`config.mk`:
```
export PLATFORM = sky130hd
export DESIGN_NAME = board_position_hash_index_core
export DESIGN_NICKNAME = d
export VERILOG_FILES = /design/src/rtl/bphi_pkg.sv /design/src/rtl/bphi_pack_stage.sv /design/src/rtl/bphi_mix_stage.sv /design/src/rtl/board_position_hash_index_core.sv
export SDC_FILE = /design/constraint.sdc
export NUM_CORES = 2
export LEC_CHECK = 0
export BUFFER_PORTS_ARGS = -buffer_cell sky130_fd_sc_hd__buf_2
export CELL_PAD_IN_SITES_DETAIL_PLACEMENT = 1
export CELL_PAD_IN_SITES_GLOBAL_PLACEMENT = 2
export CORE_ASPECT_RATIO = 1.5
export CORE_MARGIN = 5
export CORE_UTILIZATION = 25
export DETAILED_ROUTE_END_ITERATION = 10
export PLACE_DENSITY_LB_ADDON = 0.1
export SYNTH_ARGS = -nofsm -noshare
export SYNTH_HDL_FRONTEND = slang
export SYNTH_SLANG_ARGS = --single-unit
```
`constraint.sdc`:
```
create_clock -name clk -period 10.5 [get_ports clk]
set_clock_uncertainty 0.15 [all_clocks]
set_input_delay 1.05 -clock clk [delete_from_list [all_inputs] [get_ports clk]]
set_output_delay 1.05 -clock clk [all_outputs]
set_load 0.01 [all_outputs]
```
`src/rtl/bphi_pkg.sv`:
```
package bphi_pkg;

    localparam int SIDE_W     = 48;
    localparam int PIT_BYTE_W = 8;
    localparam int PIT_BITS   = 5;
    localparam int MAX_PITS   = 6;
    localparam int KEY_W      = PIT_BITS * MAX_PITS;
    localparam int HASH_W     = 32;
    localparam int IDX_BITS_W = 6;
    localparam int MIX_LINES  = 9;

    localparam logic [IDX_BITS_W-1:0] IDX_BITS_RESET = 6'd20;

    localparam logic [HASH_W-1:0] GOLDEN_RATIO = 32'h9e37_79b9;
    localparam logic [HASH_W-1:0] THIRD_WORD   = 32'hfca0_9587;

    // which word a mix line updates
    localparam int WORD_A = 0;
    localparam int WORD_B = 1;
    localparam int WORD_C = 2;

    // shift distance of each mix line, in order
    localparam int MIX_SHIFT [MIX_LINES] = '{13, 8, 13, 12, 16, 5, 3, 10, 15};

    typedef struct packed {
        logic              overflow;
        logic [KEY_W-1:0]  mover_key;
        logic [KEY_W-1:0]  other_key;
        logic [HASH_W-1:0] mask;
        logic [HASH_W-1:0] a;
        logic [HASH_W-1:0] b;
        logic [HASH_W-1:0] c;
    } bphi_item_t;

    // low-bit mask for the slot index; widths of 32 and up keep every bit
    function automatic logic [HASH_W-1:0] index_mask(input logic [IDX_BITS_W-1:0] bits);
        logic [HASH_W:0] m;
        m = '0;
        if (bits >= IDX_BITS_W'(HASH_W))
        begin
            m = '1;
        end
        else
        begin
            m = ((HASH_W+1)'(1) << bits) - (HASH_W+1)'(1);
        end
        return m[HASH_W-1:0];
    endfunction

endpackage

```
`src/rtl/bphi_pack_stage.sv`:
```
module bphi_pack_stage
    import bphi_pkg::*;
#(
    parameter int PIT_COUNT = 6
)
(
    input  logic                  clk,
    input  logic                  rst_n,
    input  logic                  in_valid,
    output logic                  in_ready,
    input  logic                  first_mover_flag,
    input  logic [SIDE_W-1:0]     first_side_pits,
    input  logic [SIDE_W-1:0]     second_side_pits,
    input  logic [IDX_BITS_W-1:0] table_index_bits,
    output logic                  out_valid,
    input  logic                  out_ready,
    output bphi_item_t            out_item
);

    logic             valid_reg;
    bphi_item_t       item_reg;
    bphi_item_t       item_next;
    logic [KEY_W-1:0] key1;
    logic [KEY_W-1:0] key2;
    logic             bad1;
    logic             bad2;

    // pit i sits in byte i; only the low five bits pack, the upper three flag overflow
    always_comb
    begin
        key1 = '0;
        key2 = '0;
        bad1 = 1'b0;
        bad2 = 1'b0;
        for (int i = 0; i < PIT_COUNT; i++)
        begin
            key1[i*PIT_BITS +: PIT_BITS] = first_side_pits[i*PIT_BYTE_W +: PIT_BITS];
            key2[i*PIT_BITS +: PIT_BITS] = second_side_pits[i*PIT_BYTE_W +: PIT_BITS];
            bad1 = bad1 | (|first_side_pits[i*PIT_BYTE_W + PIT_BITS +: PIT_BYTE_W - PIT_BITS]);
            bad2 = bad2 | (|second_side_pits[i*PIT_BYTE_W + PIT_BITS +: PIT_BYTE_W - PIT_BITS]);
        end
    end

    always_comb
    begin
        item_next.overflow = bad1 | bad2;
        if (bad1 | bad2)
        begin
            item_next.mover_key = '0;
            item_next.other_key = '0;
            item_next.mask      = '0;
        end
        else if (first_mover_flag)
        begin
            item_next.mover_key = key1;
            item_next.other_key = key2;
            item_next.mask      = index_mask(table_index_bits);
        end
        else
        begin
            item_next.mover_key = key2;
            item_next.other_key = key1;
            item_next.mask      = index_mask(table_index_bits);
        end
        item_next.a = HASH_W'(item_next.mover_key) + GOLDEN_RATIO;
        item_next.b = HASH_W'(item_next.other_key) + GOLDEN_RATIO;
        item_next.c = THIRD_WORD;
    end

    assign in_ready  = !valid_reg || out_ready;
    assign out_valid = valid_reg;
    assign out_item  = item_reg;

    always_ff @(posedge clk or negedge rst_n)
    begin
        if (!rst_n)
        begin
            valid_reg <= 1'b0;
        end
        else if (in_ready)
        begin
            valid_reg <= in_valid;
        end
    end

    always_ff @(posedge clk)
    begin
        if (in_ready && in_valid)
        begin
            item_reg <= item_next;
        end
    end

endmodule

```
`src/rtl/bphi_mix_stage.sv`:
```
module bphi_mix_stage
    import bphi_pkg::*;
#(
    parameter int LINE = 0
)
(
    input  logic       clk,
    input  logic       rst_n,
    input  logic       in_valid,
    output logic       in_ready,
    input  bphi_item_t in_item,
    output logic       out_valid,
    input  logic       out_ready,
    output bphi_item_t out_item
);

    localparam int WORD = LINE % 3;
    localparam int SH   = MIX_SHIFT[LINE];

    logic       valid_reg;
    bphi_item_t item_reg;
    bphi_item_t item_next;

    // one line of the mix: one word takes two subtracts and a shifted xor
    always_comb
    begin
        item_next = in_item;
        case (WORD)
            WORD_A:
            begin
                item_next.a = (in_item.a - in_item.b - in_item.c) ^ (in_item.c >> SH);
            end
            WORD_B:
            begin
                item_next.b = (in_item.b - in_item.c - in_item.a) ^ (in_item.a << SH);
            end
            WORD_C:
            begin
                item_next.c = (in_item.c - in_item.a - in_item.b) ^ (in_item.b >> SH);
            end
            default:
            begin
                item_next = in_item;
            end
        endcase
    end

    assign in_ready  = !valid_reg || out_ready;
    assign out_valid = valid_reg;
    assign out_item  = item_reg;

    always_ff @(posedge clk or negedge rst_n)
    begin
        if (!rst_n)
        begin
            valid_reg <= 1'b0;
        end
        else if (in_ready)
        begin
            valid_reg <= in_valid;
        end
    end

    always_ff @(posedge clk)
    begin
        if (in_ready && in_valid)
        begin
            item_reg <= item_next;
        end
    end

endmodule

```
`src/rtl/board_position_hash_index_core.sv`:
```
// channel    | dir | handshake                     | payload
// s_axis     | in  | s_axis_tvalid / s_axis_tready | tdata: first_side_pits, second_side_pits
//            |     |                               | tuser: first_mover_flag
// m_axis     | out | m_axis_tvalid / m_axis_tready | tdata: mover_key, other_key, slot_index
//            |     |                               | tuser: pit_overflow
// cfg        | in  | cfg_wr_en (no wait)           | cfg_wr_data: table_index_bits
//
// one transaction per cycle sustained while m_axis_tready stays high; a register stage for pit packing
// and key ordering and one for each of the nine mix lines (one subtract pair each)
// reset clears every stage valid bit and loads table_index_bits with 20
// each stage holds its transaction while the stage after it is full and stalled;
// a bubble anywhere is filled at once, so a stall at m_axis drains into the pipe
// before s_axis_tready drops
module board_position_hash_index_core
    import bphi_pkg::*;
#(
    parameter int PIT_COUNT = 6
)
(
    input  logic                  clk,
    input  logic                  rst_n,
    input  logic                  s_axis_tvalid,
    output logic                  s_axis_tready,
    input  logic [95:0]           s_axis_tdata,  // first_side_pits, second_side_pits
    input  logic                  s_axis_tuser,  // first_mover_flag
    output logic                  m_axis_tvalid,
    input  logic                  m_axis_tready,
    output logic [95:0]           m_axis_tdata,  // mover_key, other_key, slot_index, zero pad
    output logic                  m_axis_tuser,  // pit_overflow
    input  logic                  cfg_wr_en,
    input  logic [IDX_BITS_W-1:0] cfg_wr_data    // table_index_bits
);

    localparam int STAGES = MIX_LINES + 1;

    logic [IDX_BITS_W-1:0] table_index_bits_reg;

    // stage k output; stage 0 packs, stages 1..9 run the mix lines
    logic       stage_valid [STAGES];
    logic       stage_ready [STAGES];
    bphi_item_t stage_item  [STAGES];
    bphi_item_t last_item;

    always_ff @(posedge clk or negedge rst_n)
    begin
        if (!rst_n)
        begin
            table_index_bits_reg <= IDX_BITS_RESET;
        end
        else if (cfg_wr_en)
        begin
            table_index_bits_reg <= cfg_wr_data;
        end
    end

    bphi_pack_stage #(
        .PIT_COUNT (PIT_COUNT)
    ) u_pack (
        .clk              (clk),
        .rst_n            (rst_n),
        .in_valid         (s_axis_tvalid),
        .in_ready         (s_axis_tready),
        .first_mover_flag (s_axis_tuser),
        .first_side_pits  (s_axis_tdata[SIDE_W-1:0]),
        .second_side_pits (s_axis_tdata[2*SIDE_W-1:SIDE_W]),
        .table_index_bits (table_index_bits_reg),
        .out_valid        (stage_valid[0]),
        .out_ready        (stage_ready[0]),
        .out_item         (stage_item[0])
    );

    for (genvar k = 1; k < STAGES; k++)
    begin : g_mix
        bphi_mix_stage #(
            .LINE (k - 1)
        ) u_mix (
            .clk       (clk),
            .rst_n     (rst_n),
            .in_valid  (stage_valid[k-1]),
            .in_ready  (stage_ready[k-1]),
            .in_item   (stage_item[k-1]),
            .out_valid (stage_valid[k]),
            .out_ready (stage_ready[k]),
            .out_item  (stage_item[k])
        );
    end

    assign last_item              = stage_item[STAGES-1];
    assign stage_ready[STAGES-1]  = m_axis_tready;
    assign m_axis_tvalid          = stage_valid[STAGES-1];
    assign m_axis_tuser           = last_item.overflow;

    // mask is already zero on overflow, so the slot index follows
    assign m_axis_tdata = {4'b0000,
                           last_item.c & last_item.mask,
                           last_item.other_key,
                           last_item.mover_key};

    // overflow result carries all-zero keys and index
    a_overflow_zero: assert property (@(posedge clk) disable iff (!rst_n)
        (m_axis_tvalid && m_axis_tuser) |-> (m_axis_tdata == '0))
        else $error("overflow result with nonzero payload");

    // an empty output stage means nothing upstream can be blocked
    a_empty_ready: assert property (@(posedge clk) disable iff (!rst_n)
        !m_axis_tvalid |-> s_axis_tready)
        else $error("input stalled with empty output");

    // pits beyond PIT_COUNT never reach the keys
    a_key_range: assert property (@(posedge clk) disable iff (!rst_n)
        m_axis_tvalid |-> ((last_item.mover_key >> (PIT_BITS * PIT_COUNT)) == '0 &&
                           (last_item.other_key >> (PIT_BITS * PIT_COUNT)) == '0))
        else $error("key holds bits above the configured pits");

endmodule
```
==> flow_summary.json <==
{
  "r2r_slack_ns": 5.85,
  "nets": 6254,
  "drc": 0,
  "fmax_mhz": 214,
  "synth_seq_cells": 1743,
  "path_class": "in -> reg",
  "cts_resized": 0,
  "antenna_found_initial": 6,
  "finalHoldViolCount": 0,
  "ant_nets": 0,
  "startpoint_type": "primary input",
  "cp_num_buf_inv": 3,
  "cp_slowest_cell": "a21oi_1",
  "seqCellArea_um2": 52300,
  "synth_top_area_cell": "edfxtp_1",
  "drv_slew": 0,
  "maxSlewHeadroom_pct": 20.5,
  "vias_per_cell": 4.09,
  "netlist_instances": 5263,
  "drtIter0Drc": 1648,
  "cts_setup_buffers": 0,
  "synth-main-ff-cell": "edfxtp_1",
  "synth_warnings": 0,
  "firstDrtPassIters": 5,
  "io_pins": 207,
  "grt_pass1_wl_um": 306000,
  "synthTopCellsByCount": "1727 x edfxtp_1, 632 x inv_1, 383 x ha_1, 366 x xnor2_1, 251 x nor2_1",
  "worstPathMaxFanout": 50,
  "status": "completed",
  "initial_utilization_pct": 25.1,
  "r2r-start": "g_mix[3].u_mix.out_item[34]",
  "avgRoutedWirePerCell_um": 20.8,
  "reg2reg_depth": 12,
  "min_from": "g_mix[8].u_mix.out_item[99]",
  "r2r-end": "g_mix[4].u_mix.out_item[89]",
  "arrival_ns": 5.13,
  "startpoint": "s_axis_tdata[6]",
  "cts_buffer_depth": 4,
  "setup_viol_count_final": 0,
  "insertion_delay_ns": 0.87,
  "cp-endpoint": "u_pack.out_item[90]",
  "synth_edf_count": 1727,
  "htreeDepth": 4,
  "num_vias": 40500,
  "largest_register_ffs": 1572,
  "tns_ns": 0,
  "grt_max_degree": 122,
  "postSynthAreaPerCell_um2": 14.9,
  "cts-root-buf": "clkbuf_16",
  "cp.required_ns": 10.96,
  "cts_buffers": 192,
  "synthArstFlopShare_pct": 0.918,
  "drive_above_1_share_pct": 10.3,
  "place_congestion": 0.776,
  "port_buffers": 202,
  "synth_most_common_cell": "edfxtp_1",
  "cp.depth": 17,
  "tightest_slew_ns": 1.18,
  "track_usage_pct": 12.6,
  "rsz0062_at_grt": "false",
  "chipHeight_um": 695,
  "hold_class": "reg -> reg",
  "num_rows": 251,
  "core_um2": 312000,
  "hpwlAfterDp_um": 159000,
  "worst_setup_path_end_kind": "flip-flop",
  "path_cells": "buf_2 -> nor4_1 -> nand4_1 -> nor3_2 -> buf_4 -> inv_4 -> nor2_1 -> ha_1 -> a211oi_1 -> a21oi_1 -> o21ai_1 -> a31oi_1 -> o21ai_1 -> a21oi_1 -> nor4_1 -> nor3_1 -> xnor2_1",
  "cap_violations": 0,
  "seq_area_frac_synth_pct": 66.8,
  "fill_cells": 32900,
  "critical_path.top_delay_family": "compound AO/OA/AOI/OAI gates",
  "grt_overflow_total": 0,
  "fin_crit_ns": 4.67,
  "cpPeakStageDelay_ns": 0.49,
  "clock-sinks": 1743,
  "multi_input_area_um2": 23000,
  "cts_tree": "yes",
  "yosysTopAreaCellShare_pct": 66.3,
  "die_x_um": 467,
  "wl_um": 206000,
  "timing.final.crit_share_pct": 44.4,
  "area_growth_pct": 15.1,
  "dieArea_um2": 325000,
  "synth_area_leaders": "edfxtp_1 66%, ha_1 6.1%, fa_1 4.7%, xnor2_1 4.1%, inv_1 3.0%",
  "grt_pass1_vias": 45800,
  "path_clk_slew_ns": 0.07,
  "syn-cell-area_um2": 78300,
  "ys_types": 95,
  "hold_buffers": 1
}
[worst reg2reg max path: stages, from the launching register on]
cell and delay [ns]:
edfxtp_1 0.40, inv_1 0.09, fa_1 0.42, ha_1 0.37, o21ai_0 0.12, a221oi_1 0.55, o21ai_0 0.21, a21oi_1 0.40
o311ai_0 0.37, a31oi_1 0.74, a21oi_1 0.26, nor3_1 0.24, nor3b_1 0.07
[per-stage QoR]
step	hold WS, ns	area, um2	setup slack (ns)	std cells	utilization, %
floorplan	0.250	78300	3.07	5266	-
global placement	0.251	84100	4.93	9557	27.0
detailed placement	0.256	84100	4.85	9557	27.0
CTS	0.165	90100	5.74	9897	28.9
global route	0.195	90100	5.46	9900	28.9
finish	0.240	90100	5.83	9901	28.9
[worst min path at each step]
stage / slack (ns) / cells past startpoint / endpoint
4_1_cts: 0.16 / 2 / u_pack.out_valid
6_report: 0.24 / 0 / g_mix[9].u_mix.out_item[99]
3_5_place_dp: 0.26 / 0 / g_mix[8].u_mix.out_item[173]
3_3_place_gp: 0.25 / 0 / g_mix[5].u_mix.out_item[126]
5_1_grt: 0.20 / 2 / u_pack.out_valid
2_1_floorplan: 0.25 / 0 / g_mix[1].u_mix.out_item[100]
[placed cells by master (no fill, tap or decap), types with 12 or more instances in the layout]
cell	synthesis	final
o21bai_1	16	16
and2_1	56	49
a31oi_1	25	25
nand2_1	186	186
buf_2	5	201
mux2i_1	50	50
nor2_1	251	251
nor4_1	18	18
a211oi_1	26	26
buf_4	69	30
dfrtp_1	14	14
nand3_1	63	63
clkinv_2	0	37
edfxtp_1	1727	1727
ha_1	383	383
nor3_1	72	71
o31ai_1	12	12
o211ai_1	16	16
a21oi_1	249	249
a21o_1	122	122
nand2b_1	41	41
o21a_1	43	43
clkbuf_16	0	194
or3_1	18	18
and3_1	28	28
a221oi_1	13	13
xnor2_1	366	366
bufinv_16	0	15
nor2b_1	25	22
fa_1	185	185
mux2_2	15	15
or2_2	14	14
o21ai_1	15	15
o21ai_0	134	134
nand4_1	23	23
clkbuf_1	37	34
xor2_1	139	139
inv_1	632	632
clkinv_1	0	39
[cells by family after synthesis]
group / count (synthesis) / synth area share, %
flops: 1743 / 66.8
simple gates: 832 / 5.15
compound gates: 793 / 6.65
buf+inv: 750 / 3.96
fa+ha+maj: 568 / 10.9
xor+xnor: 505 / 5.65
mux: 71 / 0.961
other cells: 1 / 0.00479
[layer usage]
metal	vias to the layer above	global-route usage, %	wire length, um
li1	19500	-	-
met1	20100	13.2	75700
met2	553	25.2	116000
met3	326	1.61	5220
met4	0	4.87	8560
met5	-	0	0
[cell type report]
class	count	area share, %
multi-input combinational	2773	25.5
sequential	1743	58.0
inverter	633	2.64
tap	4174	5.80
timing repair buffer	235	1.44
clock inverter	111	1.07
clock buffer	228	5.53
antenna	4	0.0111
Power is not shown: default switching activity piles up to over one toggle a cycle in this logic, so the estimate is an artifact.
